==> config.mk <==
export PLATFORM = sky130hd
export DESIGN_NAME = xor_frame_deframer_unit
export DESIGN_NICKNAME = d
export VERILOG_FILES = /design/src/hw/rtl/xfd_pkg.sv /design/src/hw/rtl/xor_frame_deframer_unit.sv
export SDC_FILE = /design/constraint.sdc
export NUM_CORES = 1
export LEC_CHECK = 0
export BUFFER_PORTS_ARGS = -buffer_cell sky130_fd_sc_hd__buf_2
export CORE_ASPECT_RATIO = 1.1
export CORE_MARGIN = 2
export CORE_UTILIZATION = 53
export CTS_CLUSTER_SIZE = 10
export DETAILED_ROUTE_END_ITERATION = 10
export GPL_ROUTABILITY_DRIVEN = 0
export GPL_TIMING_DRIVEN = 1
export PLACE_DENSITY = 0.85
export SKIP_CTS_REPAIR_TIMING = 1
export SLEW_MARGIN = 20
export SYNTH_ARGS = -nofsm -noshare
export SYNTH_HDL_FRONTEND = slang
export SYNTH_SLANG_ARGS = --single-unit
==> constraint.sdc <==
create_clock -name clk -period 4.6 [get_ports clk]
set_clock_uncertainty 0.05 [all_clocks]
set_input_delay 0.23 -clock clk [delete_from_list [all_inputs] [get_ports clk]]
set_output_delay 0.23 -clock clk [all_outputs]
set_load 0.005 [all_outputs]
==> src/hw/rtl/xfd_pkg.sv <==
// Shared types and constants of the XOR frame deframer.
// Used by xor_frame_deframer_unit and its checker; no dependencies.
package xfd_pkg;

  // Configuration register indexes.
  localparam logic [1:0] CFG_ENCRYPT_ENABLE = 2'd0;
  localparam logic [1:0] CFG_KEY_LENGTH     = 2'd1;
  localparam logic [1:0] CFG_KEY_BYTES      = 2'd2;

  // Header byte positions.
  localparam logic [2:0] HDR_OPCODE = 3'd0;
  localparam logic [2:0] HDR_LEN_HI = 3'd2;
  localparam logic [2:0] HDR_LEN_LO = 3'd3;
  localparam logic [2:0] HDR_SEQ_0  = 3'd4;
  localparam logic [2:0] HDR_LAST   = 3'd7;

  // Result kinds.
  localparam logic KIND_HEADER = 1'b0;
  localparam logic KIND_DATA   = 1'b1;

  // One result item.
  typedef struct packed {
    logic        kind;
    logic [7:0]  opcode;
    logic [15:0] payload_length;
    logic [31:0] sequence_res;
    logic [7:0]  data_byte;
    logic        last;
  } res_t;

endpackage

==> src/hw/rtl/xor_frame_deframer_unit.sv <==
// A result goes to the output register, or to the skid entry while the
// output is stalled. Throughput: one byte per cycle while in_stall is low;
// the descramble, header parse and length compare all sit between the input
// transfer and the output register. A two-entry output buffer (register plus
// skid) keeps input running while a result waits. Synchronous active-low
// reset clears config, state, buffer. Depends on xfd_pkg.
module xor_frame_deframer_unit #(
  parameter int MAX_KEY_BYTES = 8
) (
  input  logic        clk,
  input  logic        rst_n,
  // Configuration write port.
  input  logic        cfg_we,
  input  logic [1:0]  cfg_index,
  input  logic [63:0] cfg_wdata,
  // Input byte channel.
  input  logic        in_valid,
  output logic        in_stall,
  input  logic [7:0]  in_rx_byte,
  // Result channel.
  output logic        out_valid,
  input  logic        out_stall,
  output logic        out_kind,
  output logic [7:0]  out_opcode,
  output logic [15:0] out_payload_length,
  output logic [31:0] out_sequence_res,
  output logic [7:0]  out_data_byte,
  output logic        out_last
);
  import xfd_pkg::*;

  localparam int KIW = (MAX_KEY_BYTES > 1) ? $clog2(MAX_KEY_BYTES) : 1;
  localparam logic [3:0] MAX_KLEN = 4'(MAX_KEY_BYTES);

  // Configuration registers.
  logic        enc_en_r;
  logic [3:0]  key_len_r;
  logic [63:0] key_bytes_r;

  // Frame state.
  logic           in_payload_r, in_payload_nxt;
  logic [15:0]    byte_pos_r, byte_pos_nxt;
  logic [KIW-1:0] key_idx_r, key_idx_nxt;
  logic [7:0]     held_opc_r, held_opc_nxt;
  logic [15:0]    held_len_r, held_len_nxt;
  logic [31:0]    held_seq_r, held_seq_nxt;

  // Output register and skid entry.
  logic out_valid_r, skid_valid_r;
  res_t out_r, skid_r;

  logic       in_xfer, out_xfer;
  logic [3:0] klen;
  logic [3:0] k_use, k_inc;
  logic [7:0] key_byte, b;
  logic [2:0] hpos;
  logic       res_valid;
  res_t       res;

  assign in_stall = skid_valid_r;
  assign in_xfer  = in_valid && !skid_valid_r;
  assign out_xfer = out_valid_r && !out_stall;

  // Configuration writes; indexes beyond the list are ignored.
  always_ff @(posedge clk) begin
    if (!rst_n) begin
      enc_en_r    <= 1'b0;
      key_len_r   <= 4'd0;
      key_bytes_r <= 64'd0;
    end else if (cfg_we) begin
      case (cfg_index)
        CFG_ENCRYPT_ENABLE: enc_en_r    <= cfg_wdata[0];
        CFG_KEY_LENGTH:     key_len_r   <= cfg_wdata[3:0];
        CFG_KEY_BYTES:      key_bytes_r <= cfg_wdata;
        default: ;
      endcase
    end
  end

  // Key selection: saturate the length and wrap the key index.
  always_comb begin
    klen     = (key_len_r > MAX_KLEN) ? MAX_KLEN : key_len_r;
    k_use    = (4'(key_idx_r) >= klen) ? 4'd0 : 4'(key_idx_r);
    k_inc    = k_use + 4'd1;
    key_byte = 8'(key_bytes_r >> {k_use[KIW-1:0], 3'b000});
    if (klen != 4'd0 && enc_en_r) begin
      b = in_rx_byte ^ key_byte;
    end else begin
      b = in_rx_byte;
    end
  end

  // Header parse and payload counting for the byte in transfer.
  always_comb begin
    in_payload_nxt = in_payload_r;
    byte_pos_nxt   = byte_pos_r;
    held_opc_nxt   = held_opc_r;
    held_len_nxt   = held_len_r;
    held_seq_nxt   = held_seq_r;
    res_valid      = 1'b0;
    hpos           = byte_pos_r[2:0];
    if (klen == 4'd0 || k_inc >= klen) begin
      key_idx_nxt = '0;
    end else begin
      key_idx_nxt = k_inc[KIW-1:0];
    end

    if (!in_payload_r) begin
      if (hpos == HDR_OPCODE) begin
        held_opc_nxt = b;
      end else if (hpos == HDR_LEN_HI || hpos == HDR_LEN_LO) begin
        held_len_nxt = {held_len_r[7:0], b};
      end else if (hpos >= HDR_SEQ_0) begin
        held_seq_nxt = {held_seq_r[23:0], b};
      end
      if (hpos != HDR_LAST) begin
        byte_pos_nxt = {13'd0, hpos + 3'd1};
      end else begin
        res_valid    = 1'b1;
        byte_pos_nxt = 16'd0;
        if (held_len_r == 16'd0) begin
          // Empty payload: the next byte opens a new frame.
          key_idx_nxt = '0;
        end else begin
          in_payload_nxt = 1'b1;
        end
      end
    end else begin
      res_valid = 1'b1;
      if (({1'b0, byte_pos_r} + 17'd1) >= {1'b0, held_len_r}) begin
        in_payload_nxt = 1'b0;
        byte_pos_nxt   = 16'd0;
        key_idx_nxt    = '0;
      end else begin
        byte_pos_nxt = byte_pos_r + 16'd1;
      end
    end

    res.kind           = in_payload_r ? KIND_DATA : KIND_HEADER;
    res.opcode         = held_opc_nxt;
    res.payload_length = held_len_nxt;
    res.sequence_res   = held_seq_nxt;
    res.data_byte      = in_payload_r ? b : 8'd0;
    res.last           = in_payload_r ? (({1'b0, byte_pos_r} + 17'd1) >= {1'b0, held_len_r})
                                      : (held_len_r == 16'd0);
  end

  // Frame state registers advance on each input transfer.
  always_ff @(posedge clk) begin
    if (!rst_n) begin
      in_payload_r <= 1'b0;
      byte_pos_r   <= 16'd0;
      key_idx_r    <= '0;
      held_opc_r   <= 8'd0;
      held_len_r   <= 16'd0;
      held_seq_r   <= 32'd0;
    end else if (in_xfer) begin
      in_payload_r <= in_payload_nxt;
      byte_pos_r   <= byte_pos_nxt;
      key_idx_r    <= key_idx_nxt;
      held_opc_r   <= held_opc_nxt;
      held_len_r   <= held_len_nxt;
      held_seq_r   <= held_seq_nxt;
    end
  end

  // Output register with a skid entry behind it.
  always_ff @(posedge clk) begin
    if (!rst_n) begin
      out_valid_r  <= 1'b0;
      skid_valid_r <= 1'b0;
    end else if (skid_valid_r) begin
      if (out_xfer) begin
        out_valid_r  <= 1'b1;
        skid_valid_r <= 1'b0;
      end
    end else if (in_xfer && res_valid) begin
      if (!out_valid_r || out_xfer) begin
        out_valid_r <= 1'b1;
      end else begin
        skid_valid_r <= 1'b1;
      end
    end else if (out_xfer) begin
      out_valid_r <= 1'b0;
    end
  end

  // Payload of the buffer entries; no reset needed.
  always_ff @(posedge clk) begin
    if (skid_valid_r) begin
      if (out_xfer) begin
        out_r <= skid_r;
      end
    end else if (in_xfer && res_valid) begin
      if (!out_valid_r || out_xfer) begin
        out_r <= res;
      end else begin
        skid_r <= res;
      end
    end
  end

  assign out_valid          = out_valid_r;
  assign out_kind           = out_r.kind;
  assign out_opcode         = out_r.opcode;
  assign out_payload_length = out_r.payload_length;
  assign out_sequence_res   = out_r.sequence_res;
  assign out_data_byte      = out_r.data_byte;
  assign out_last           = out_r.last;

endmodule

==> results of run 1 <==
## cells by family after synthesis
group,Yosys count,synth area share
compound gates,302,0.164
xor+xnor,22,0.0146
fa+ha+maj,29,0.0276
buf+inv,113,0.0434
flops,279,0.525
mux,83,0.0761
simple gates,412,0.150
## per-layer routing
layer  share of wire  vias up  global-route usage  routed length [um]
met5               0        -                   0                   0
li1                -     4762                   -                   -
met2            0.51      367               0.375               15500
met3           0.055       73              0.0370                1650
met4           0.027        0              0.0644                 799
met1            0.40     4753               0.270               12200
## final timing paths
kind                                                   start                            to  slack, ns  cells after the start
worst max-delay path               key_idx_r[2]$_SDFFE_PN0P_     key_idx_r[2]$_SDFFE_PN0P_       0.97                     11
worst min-delay path                           cfg_wdata[22]  key_bytes_r[22]$_SDFFE_PN0P_      -0.02                      3
worst max register to register     key_idx_r[2]$_SDFFE_PN0P_     key_idx_r[2]$_SDFFE_PN0P_       0.97                     11
worst min register to register  key_bytes_r[53]$_SDFFE_PN0P_  key_bytes_r[53]$_SDFFE_PN0P_       0.41                      2
## worst max-delay path, stage by stage (launching register included)
cell      delay, ns
dfxtp_1        0.77
ha_1           0.39
o21bai_4       0.41
nor2_1         0.13
nor2_1         0.22
ha_1           0.30
ha_1           0.30
a21o_1         0.16
a21o_1         0.17
a221o_1        0.30
a21oi_1        0.20
a22o_1         0.16
## cell usage after synthesis, types with 4 or more instances
cell type  count
a211oi_1       8
nor3b_1       42
buf_4          4
o211a_1        8
a21oi_2       47
ha_1          29
a311oi_1       8
nor4_1         6
and4_1         4
xnor2_1       18
o21ai_2       10
nor2b_1        9
and2_1        10
xor2_1         4
and3_1         8
mux2_2        57
buf_1          5
o21ai_0       38
mux2i_1       18
buf_6         14
nand2_1      187
buf_2          9
o21ai_1       44
o2111ai_1      8
a21oi_1       30
nand4_1        7
a21o_1         4
nand2b_1      13
mux4_2         8
nand3_1       15
and2b_1        7
clkbuf_1      55
edfxtp_1     132
o31a_1         7
inv_1         24
nor2_1        89
dfxtp_1      147
a21boi_0      73
## metrics by stage
stage	utilization	worst slack [ns]	total power, uW
after CTS	0.613	1.05	5510
after floorplan	-	1.18	3010
after detailed placement	0.573	1.07	3110
after global routing	0.638	0.795	5700
after global placement	0.573	1.20	3100
final	0.638	0.972	5520
## flip-flops by register name, indices dropped and copies added, names as in the netlist, 3 cells and up
name	count
out_opcode	8
held_opc_r	8
held_len_r	16
skid_r	66
out_sequence_res	32
key_bytes_r	64
key_idx_r	3
byte_pos_r	16
out_payload_length	16
held_seq_r	32
key_len_r	4
out_data_byte	8
## power by group
part | internal, uW | switching [uW] | total, uW
registers | 2650 | 33.8 | 2680
clock network | 1450 | 949 | 2400
logic | 193 | 240 | 432
total | 4290 | 1220 | 5520
## cell type report
type	count	area (um^2)
Clock inverter	3	46.3
Timing Repair Buffer	229	1510
Tap cell	310	388
Fill cell	1833	8860
Multi-Input combinational cell	848	5730
Clock buffer	51	936
Inverter	25	93.8
Sequential cell	279	6910
## cell usage in the layout, fill, tap and decap left out, drive strengths merged, types with 57 or more instances in the layout
cell type	count
nand2	187
buf	169
dfxtp	147
edfxtp	132
o21ai	93
nor2	91
a21oi	77
a21boi	74
dlygate4sd3	60
mux2	57
==> flow_summary.ini, run 1 <==
[yosys]
yosysSeqAreaShare = 0.525
async_flop_share = 0
syn_nets = 1348
netlist_instances = 1240
synth_area_leaders = edfxtp_1 30%, dfxtp_1 22%, nand2_1 5.3%
synth_area_leader_cell = edfxtp_1
yosys.area.top_type_share = 0.301
yosysWarningCount = 0
yosys.cell_types.count = 65
ys.flop_type = dfxtp_1
syn-cell-area_um2 = 13200
synth_edf_count = 132
synth_seq_cells = 279
syn_area_per_cell_um2 = 10.6

[sta]
fin_setup_tns_ns = 0
max_freq_mhz = 276
maxSlewViolCount = 0
setup_violations = 0
holdWs_ns = -0.0199
worst_slew_pin_slew_ns = 1.06
period_share = 0.789
period_needed_ns = 3.63
grt_setup_unrepaired = false
hold_viol_final = 4
slew_headroom = 0.296

[floorplanning]
core_um2 = 24500
start_util = 0.538
fp.dieArea_um2 = 26100
row_count = 60
die_y_um = 169
dieWidth_um = 154
ioPinCount = 147

[cells_and_area]
synthToLayoutAreaGrowth_pct = 18.6
drive_above_1_share = 0.243
finalNonFillerCells = 1745
diodes = 0
fin_area_um2 = 15600
nets = 1525

[routing]
finalWirelength_um = 30100
drtIter0Drc = 647
drt_pass1_iterations = 5
drcViolationCount = 0
wl_per_cell_um = 17.3
ant_nets = 0
viasPerCell = 5.70
vias = 9955

[global_routing]
grt_start_max_net_pins = 100
grt_pass1_vias = 9191
antenna_found_initial = 0
overflow = 0
grt_pass1_wl_um = 45600
grtUsageTotal = 0.213

[clocking]
cts.clk_slew.worst_paths_ns = 0.05
clock-root-buffer = clkbuf_16
h-tree-depth = 2
cts_tree = built
cts_buffers = 34
clock_sinks = 279
clock_path_buffers = 3
clk-insertion-delay-late_ns = 0.51

[setup_path]
crit_fanout = 19
crit_arrival_ns = 4.02
cp-end-kind = register
required_ns = 4.99
crit_type = reg2reg
worstSetupStartpointType = register

[placement]
placed_cells_incl_taps = 1631
port-buffer-count = 146
placed_cell_area_um2 = 14000
dp_hpwl_um = 18400

[run_status]
outcome = finished with violations
violations = negative hold slack

[min_path]
hold_path.class = in2reg

[pwr]
ir_drop_mv = 0.291
power_density_nw_per_um2 = 353
power_leakage_uw = 0.00576

[job]
cap_viol_max_count = 0
Note: power is estimated with default switching activity, not from simulation.
==> run 2, diff against run 1 <==
- clock period: 4.6 -> 3.2 ns (I/O delays scaled with it)
==> run 2 against run 1 <==
Compared with the run above: the flow now finishes without violations; wire length is 2.8% higher; fmax rose by 17%; core utilization rose by 1.0 points; sequential power increased by 44%; sequential cell count stayed put; worst setup slack got worse by 0.88 ns; worst hold slack better by 0.14 ns; critical path depth fell by 1; clock power is 43% higher; first-iteration DRC count is 1.9% lower; power increased by 44%; critical path type unchanged; largest cell class unchanged; largest power group unchanged.
==> flow_summary.ini, run 2 (synthesized netlist as in run 1, its figures left out) <==
[min_path]
hold_path.class = in2reg

[placement]
port-buffer-count = 146
dp_hpwl_um = 18700
placed_cells_incl_taps = 1646

[global_routing]
overflow = 0
grt_pass1_wl_um = 46100
grt_start_max_net_pins = 85
grt_pass1_vias = 9324
antenna_found_initial = 0
grtUsageTotal = 0.216

[clocking]
clock_sinks = 279
cts_buffers = 34
clock_path_buffers = 3
clock-root-buffer = clkbuf_16
clk-insertion-delay-late_ns = 0.50
h-tree-depth = 2
cts.clk_slew.worst_paths_ns = 0.06
cts_tree = built

[floorplanning]
core_um2 = 24500
ioPinCount = 147
die_y_um = 169
fp.dieArea_um2 = 26100
start_util = 0.538
row_count = 60
dieWidth_um = 154

[routing]
ant_nets = 0
drtIter0Drc = 635
viasPerCell = 5.62
drt_pass1_iterations = 5
vias = 9954
finalWirelength_um = 30900
drcViolationCount = 0
wl_per_cell_um = 17.5

[cells_and_area]
finalNonFillerCells = 1770
top_regs = skid_r x66, key_bytes_r x64
final_common_cell = nand2_1
largest_register_ffs = 66
nets = 1546
diodes = 0
largest_register = skid_r
fillCellCount = 1776
most-common-layout-cells = 187 x nand2_1, 145 x buf_2, 143 x dfxtp_1
synthToLayoutAreaGrowth_pct = 20.5
drive_above_1_share = 0.261

[pwr]
ir_drop_mv = 0.349
power_leakage_uw = 0.00589
power_density_nw_per_um2 = 500

[setup_path]
worstSetupStartpointType = register
cp-end-kind = register
crit_type = reg2reg
crit_fanout = 4
crit_arrival_ns = 3.32
required_ns = 3.41

[sta]
maxSlewViolCount = 0
setup_violations = 0
max_freq_mhz = 321
grt_setup_unrepaired = true
fin_setup_tns_ns = 0
period_needed_ns = 3.11
hold_viol_final = 0
period_share = 0.972
worst_slew_pin_slew_ns = 0.741
slew_headroom = 0.506

[job]
cap_viol_max_count = 0

[run_status]
outcome = finished clean
[run 2: changes by cell type in the layout (fill, tap and decap cells not counted), sizes merged]
cell,change
buf,+16
dlygate4sd3,+5
clkbuf,+4
bufinv,-1
clkinv,+1
[run 2: cell type report]
class                   count  area (um^2)  share of cell area
multi-input cells         848         5790               0.365
repair buffers            250         1690               0.106
flip-flops and latches    279         6910               0.436
clock inverters             3         21.3             0.00134
clock buffers              55          961              0.0606
well taps                 310          388              0.0244
inverters                  25         98.8             0.00623
[run 2: per-stage QoR]
| stage | hold slack [ns] | setup WS, ns | cell area (um^2) | util | total power [uW] |
|---|---|---|---|---|---|
| after floorplan | 0.255 | -0.0300 | 13200 | - | 4320 |
| after global placement | 0.361 | 0.0822 | 14200 | 0.580 | 4470 |
| after detailed placement | 0.370 | -0.0521 | 14200 | 0.580 | 4490 |
| after CTS | -0.156 | -0.0543 | 15200 | 0.620 | 7910 |
| after global routing | 0.122 | -0.0205 | 15900 | 0.648 | 8190 |
| final | 0.122 | 0.0881 | 15900 | 0.648 | 7930 |
[run 2: layer usage]
layer,up-vias,global-route usage,part of all wire
met4,0,0.0809,0.032
met5,-,0,0
met1,4730,0.270,0.41
met2,335,0.380,0.51
met3,78,0.0319,0.049
li1,4811,-,-
[run 2: report_power, final]
part           switching, uW  internal [uW]  total, uW
registers               46.0           3810       3860
logic                    358            291        649
clock network           1380           2050       3430
[run 2: path summary, 6_finish.rpt]
path | slack, ns | end | cells past startpoint | start
max | 0.09 | out_last$_DFFE_PP_ | 10 | byte_pos_r[8]$_SDFFE_PN0P_
min | 0.12 | held_opc_r[7]$_SDFFE_PN0P_ | 4 | in_rx_byte[7]
max reg2reg | 0.09 | out_last$_DFFE_PP_ | 10 | byte_pos_r[8]$_SDFFE_PN0P_
min reg2reg | 0.41 | key_bytes_r[48]$_SDFFE_PN0P_ | 2 | key_bytes_r[48]$_SDFFE_PN0P_
[run 2: critical path: stages (launching register included)]
cell	delay, ns
dfxtp_2	0.37
and4_1	0.28
and4_4	0.28
and3_1	0.21
xor2_1	0.18
ha_1	0.27
a21o_1	0.17
a221oi_2	0.32
nand4_1	0.23
a21o_1	0.26
mux2_2	0.26
